===== config.mk =====
export PLATFORM = sky130hd
export DESIGN_NAME = dlm_ctrl
export DESIGN_NICKNAME = d
export VERILOG_FILES = /design/src/sv/dlm_pkg.sv /design/src/sv/dlm_ctrl.sv
export SDC_FILE = /design/constraint.sdc
export NUM_CORES = 1
export LEC_CHECK = 0
export BUFFER_PORTS_ARGS = -buffer_cell sky130_fd_sc_hd__buf_2
export CAP_MARGIN = 20
export CELL_PAD_IN_SITES_DETAIL_PLACEMENT = 1
export CELL_PAD_IN_SITES_GLOBAL_PLACEMENT = 1
export CORE_AREA = 4 4 41 43
export DETAILED_ROUTE_END_ITERATION = 7
export DIE_AREA = 0 0 45 47
export GPL_TIMING_DRIVEN = 0
export PLACE_DENSITY_LB_ADDON = 0.1
export SKIP_LAST_GASP = 1
export SYNTH_ARGS = -nofsm -noshare
export SYNTH_HDL_FRONTEND = slang
export SYNTH_SLANG_ARGS = --single-unit

===== constraint.sdc =====
create_clock -name clk -period 1.2 [get_ports clk]
set_clock_uncertainty 0.15 [all_clocks]
set_input_delay 0 -clock clk [delete_from_list [all_inputs] [get_ports clk]]
set_output_delay 0 -clock clk [all_outputs]
set_load 0.01 [all_outputs]

===== src/sv/dlm_pkg.sv =====
// ----------------------------------------------------------------------------
// dlm_pkg: shared types and constants of the dense layer MAC
// Field widths, request and register codes, and the command and status
// structs that pass between the controller and the datapath.
// ----------------------------------------------------------------------------
package dlm_pkg;

  // Activation store geometry
  localparam int MAX_INPUTS = 256;
  localparam int STORE_AW   = 8;    // bits of an activation index

  // Field widths
  localparam int REQ_W   = 2;
  localparam int IDX_W   = 8;
  localparam int VAL_W   = 16;
  localparam int ROW_W   = 16;
  localparam int RES_W   = 32;
  localparam int PROD_W  = 32;
  localparam int ACC_W   = 48;
  localparam int ICNT_W  = 9;
  localparam int CIDX_W  = 2;
  localparam int CDATA_W = 16;
  localparam int BIAS_SH = 12;      // Q4.12 bias aligned to Q8.24

  // Request kinds
  localparam logic [REQ_W-1:0] REQ_ACT  = 2'd0;
  localparam logic [REQ_W-1:0] REQ_MAC  = 2'd1;
  localparam logic [REQ_W-1:0] REQ_BIAS = 2'd2;

  // Configuration register indexes
  localparam logic [CIDX_W-1:0] CFG_INPUT_COUNT = 2'd0;
  localparam logic [CIDX_W-1:0] CFG_ROW_COUNT   = 2'd1;

  // Reset values of the configuration registers
  localparam logic [ICNT_W-1:0] INPUT_COUNT_RST = 9'd256;
  localparam logic [ROW_W-1:0]  ROW_COUNT_RST   = 16'd1;

  // Controller to datapath
  typedef struct packed {
    logic wr_act;   // write the incoming activation
    logic load;     // read the store and capture the incoming value
    logic mul;      // register the product
    logic acc;      // add the product to the row accumulator
    logic emit;     // close the row into the output register
  } dlm_cmd_t;

  // Datapath to controller
  typedef struct packed {
    logic idx_ok;   // incoming index lies below the input count
    logic out_free; // output register can take a result this cycle
  } dlm_sts_t;

endpackage


===== src/sv/dlm_ctrl.sv =====
// ----------------------------------------------------------------------------
// dlm_ctrl: sequencing state machine of the dense layer MAC
// Takes one beat at a time and steps the datapath through read, multiply,
// accumulate or row close.
// ----------------------------------------------------------------------------
module dlm_ctrl (
  input  logic                        clk,
  input  logic                        rst_n,
  input  logic                        in_valid,
  input  logic [dlm_pkg::REQ_W-1:0]   in_req_type,
  output logic                        in_ready,
  input  dlm_pkg::dlm_sts_t           sts,
  output dlm_pkg::dlm_cmd_t           cmd
);

  typedef enum logic [1:0] {
    ST_IDLE,
    ST_MUL,
    ST_ACC,
    ST_EMIT
  } state_t;

  state_t state_r;
  state_t state_nxt;
  logic   accept;

  assign in_ready = (state_r == ST_IDLE);
  assign accept   = in_valid && in_ready;

  always_comb begin
    state_nxt = state_r;
    cmd       = '0;
    case (state_r)
      ST_IDLE: begin
        if (accept) begin
          case (in_req_type)
            dlm_pkg::REQ_ACT: begin
              cmd.wr_act = sts.idx_ok;
            end
            dlm_pkg::REQ_MAC: begin
              if (sts.idx_ok) begin
                cmd.load  = 1'b1;
                state_nxt = ST_MUL;
              end
            end
            dlm_pkg::REQ_BIAS: begin
              cmd.load  = 1'b1;
              state_nxt = ST_EMIT;
            end
            default: begin
              // unused request kind: drop
            end
          endcase
        end
      end
      ST_MUL: begin
        cmd.mul   = 1'b1;
        state_nxt = ST_ACC;
      end
      ST_ACC: begin
        cmd.acc   = 1'b1;
        state_nxt = ST_IDLE;
      end
      ST_EMIT: begin
        if (sts.out_free) begin
          cmd.emit  = 1'b1;
          state_nxt = ST_IDLE;
        end
      end
      default: begin
        state_nxt = ST_IDLE;
      end
    endcase
  end

  always_ff @(posedge clk) begin
    if (!rst_n) begin
      state_r <= ST_IDLE;
    end else begin
      state_r <= state_nxt;
    end
  end

  // An accepted in-range weight always goes on to multiply
  a_mac_to_mul: assert property (@(posedge clk) disable iff (!rst_n)
    (accept && in_req_type == dlm_pkg::REQ_MAC && sts.idx_ok) |=> state_r == ST_MUL)
    else $error("weight beat did not start a multiply");

  // Multiply is always followed by accumulate
  a_mul_to_acc: assert property (@(posedge clk) disable iff (!rst_n)
    cmd.mul |=> cmd.acc)
    else $error("multiply not followed by accumulate");

  // A row closes only into a free output register
  a_emit_free: assert property (@(posedge clk) disable iff (!rst_n)
    cmd.emit |-> sts.out_free)
    else $error("row closed into a busy output register");

endmodule


==> metrics <==
Worst EP arrival 1.04 ns; initial drt markers 3; Synth Register Bits 2; number of max-cap violations 0; CTS tree done; DR top layer met3; H-tree depth 1; antenna fix cells 0; Filler Cells Inserted 164; Crit. End Element primary output; vias in the first global route 249; first-pass GRT wire length 1030 µm; Gate power share 26.0%; Worst R2R Path Depth 2; register area 47.5 µm²; met2 routed wirelength 353 µm; fmax 0.843 GHz; met1 WL 226 µm; Syn Area/Cell 9.08 µm²; CORE AREA 1300 µm²; Largest register FFs 2; Top Registers state_r x2; Post-Synth XOR/XNOR Area 0%; largest family of logic cells by synthesized area simple AND/OR/NAND/NOR gates; Rel. slew slack 89.3%; status finished clean; clock group share of total power 49.8%; Switching Fraction 24.3%; fin. max-slew vios 0; mux cell area share after synthesis 4.79%; Unique masters post-synth 18; drt wl/cell 10.5 µm; CP Max Fanout 8; post-route ant nets 0; worst ir drop on vdd 413 µV; Setup CP Type reg -> out; Die Y 47 µm; DR WL met3 49 µm; Hold/Removal Path Class in -> reg; I/O Buffers 12; total net switching power 71.9 µW; initial antenna violation count 0; largest net degree at the start of global routing 9; Biggest register state_r; sequential power share 24.2%; DR pass1 iterations 2; worst reg2reg startpoint state_r[0]; CTS root buffer clkbuf_4; CTS Sinks 2; hold slack 0.00801 ns; Final Power 295 µW; Synth Net Count 33; layout cell share with drive strength beyond 1 51.1%; Post-Synth Adder-Cell Area 18.0%; worst skew pair latency 0.22 ns; Slew @ Worst Pin 0.156 ns; WL final 629 µm; final setup violation count 0; CP Data Required Time 1.05 ns; Syn Inst Count 23; Pleak 0.000223 µW; cell area after synthesis 209 µm²; WHS Endpoint state_r[1]; grt total ovfl 0; synth-to-layout area growth 90.4%; TritonCTS buffer count 3; DR DRC count 0; Critical Path Start Type flop; sequential element share of the synthesized area 19.2%; Die Width 45 µm; gp weighted congestion 0.660; clock-pin slew on the worst setup and hold paths 0.03 ns; Fin. Hold Viols 0; Via density 4.23; Period minus WS final 1.19 ns; Boundary Pins 13; R2R Path End state_r[1]; fraction of the mapped netlist area in simple logic gates 41.3%; GRT Overall Usage 7.17%; number of core rows 13; multi-input logic area 166 µm²; nets 57; synth warn 0; Tcrit/Tclk final 98.8%; worst hold stages 3; P_int 223 µW; die area 2120 µm²; via count 254; Reg2Reg Setup Slack 0.07 ns; unrepaired setup endpoints after global routing true; min-delay src sts[1]; Initial Utilization 16.1%; clock buffer depth 2; Cell Pwr Density 742 nW/µm²; complex-gate fraction of the synthesized area 13.2%
==> Yosys cell counts <==
library cell,instances,area share [%]
a21boi_0,1,3.6
a21oi_1,1,2.4
and2b_2,1,4.2
and3_1,1,3.0
and3_2,1,3.6
and3b_1,2,8.4
dfxtp_1,2,19
ha_1,3,18
inv_1,2,3.6
mux2i_1,1,4.8
nand4b_1,1,4.2
nand4bb_1,1,5.4
nor2_1,1,1.8
nor2b_1,1,3.0
nor3b_1,1,3.6
o211a_1,1,4.8
o21ai_1,1,2.4
or3b_1,1,4.2
==> power groups by stage <==
stage	Sequential (µW)	Clock, µW	Combinational, µW
4_1_cts	71.6	159	74.9
2_1_floorplan	74.5	0	30.6
3_5_place_dp	76.3	0	55.8
5_1_grt	72.3	175	85.6
6_report	71.5	147	76.7
3_3_place_gp	76.2	0	55.2
==> cell type report <==
class | instances | area share (%)
flip-flops and latches | 2 | 11.9
multi-input cells | 19 | 41.8
clock buffers | 3 | 5.66
well taps | 15 | 4.72
repair buffers | 19 | 34.0
inverters | 2 | 1.89
==> metrics by stage <==
step | utilization, % | TNS, ns | worst slack, ns | instance area [µm²] | std cells
detailed placement | 22.1 | 0 | 0.0277 | 288 | 50
finish | 30.6 | 0 | 0.0140 | 398 | 60
CTS | 29.6 | -0.00685 | -0.00548 | 385 | 60
global route | 30.6 | -0.0887 | -0.0452 | 398 | 60
floorplan | - | 0 | 0.116 | 209 | 23
global placement | 22.1 | 0 | 0.0418 | 288 | 50
==> per-layer routing <==
layer | track usage [%] | up-vias
met3 | 4.60 | 0
met4 | 3.51 | 0
li1 | - | 130
met2 | 12.4 | 7
met1 | 6.55 | 117
met5 | 0 | -
==> worst max path at each step <==
stage | from | to | slack [ns] | depth (start not counted)
global route | state_r[0] | cmd[4] | -0.05 | 3
finish | state_r[0] | cmd[4] | 0.01 | 3
CTS | state_r[0] | cmd[3] | -0.005 | 3
detailed placement | state_r[0] | state_r[1] | 0.03 | 2
floorplan | state_r[0] | state_r[1] | 0.12 | 2
global placement | state_r[0] | state_r[1] | 0.04 | 2
==> repair_timing <==
action                     CTS  global route
pin swaps                    3             1
resized for setup            5             3
hold buffers                 4             0
hold endpoints to repair     2             0
buffers inserted             3             0
setup endpoints to repair    3             5
==> cells in the final DEF (no fill, tap or decap), drive strengths merged <==
master and instances:
inv 2, and3b 2, a21boi 1, or3b 1
and3 2, o21ai 1, o211a 1, a21oi 1
mux2i 1, dfxtp 2, nor2 1, nand4b 1
nor2b 1, clkbuf 3, nand4bb 1, nor3b 1
dlygate4sd3 4, buf 15, ha 3, and2b 1
==> kinds of logic (layout without fill, tap and decap cells) <==
| logic type | after synthesis | count (layout) |
|---|---|---|
| buffers and inverters | 2 | 24 |
| DFF | 2 | 2 |
| and+or+nand+nor | 11 | 11 |
| adders and majority gates | 3 | 3 |
| muxes | 1 | 1 |
| AOI/OAI and AO/OA | 4 | 4 |
==> worst max-delay path: stages (launching register included) <==
cell	delay (ns)
dfxtp_4	0.35
nor3b_2	0.17
and3_1	0.17
buf_2	0.12
Power figures use the tool's default switching activity.
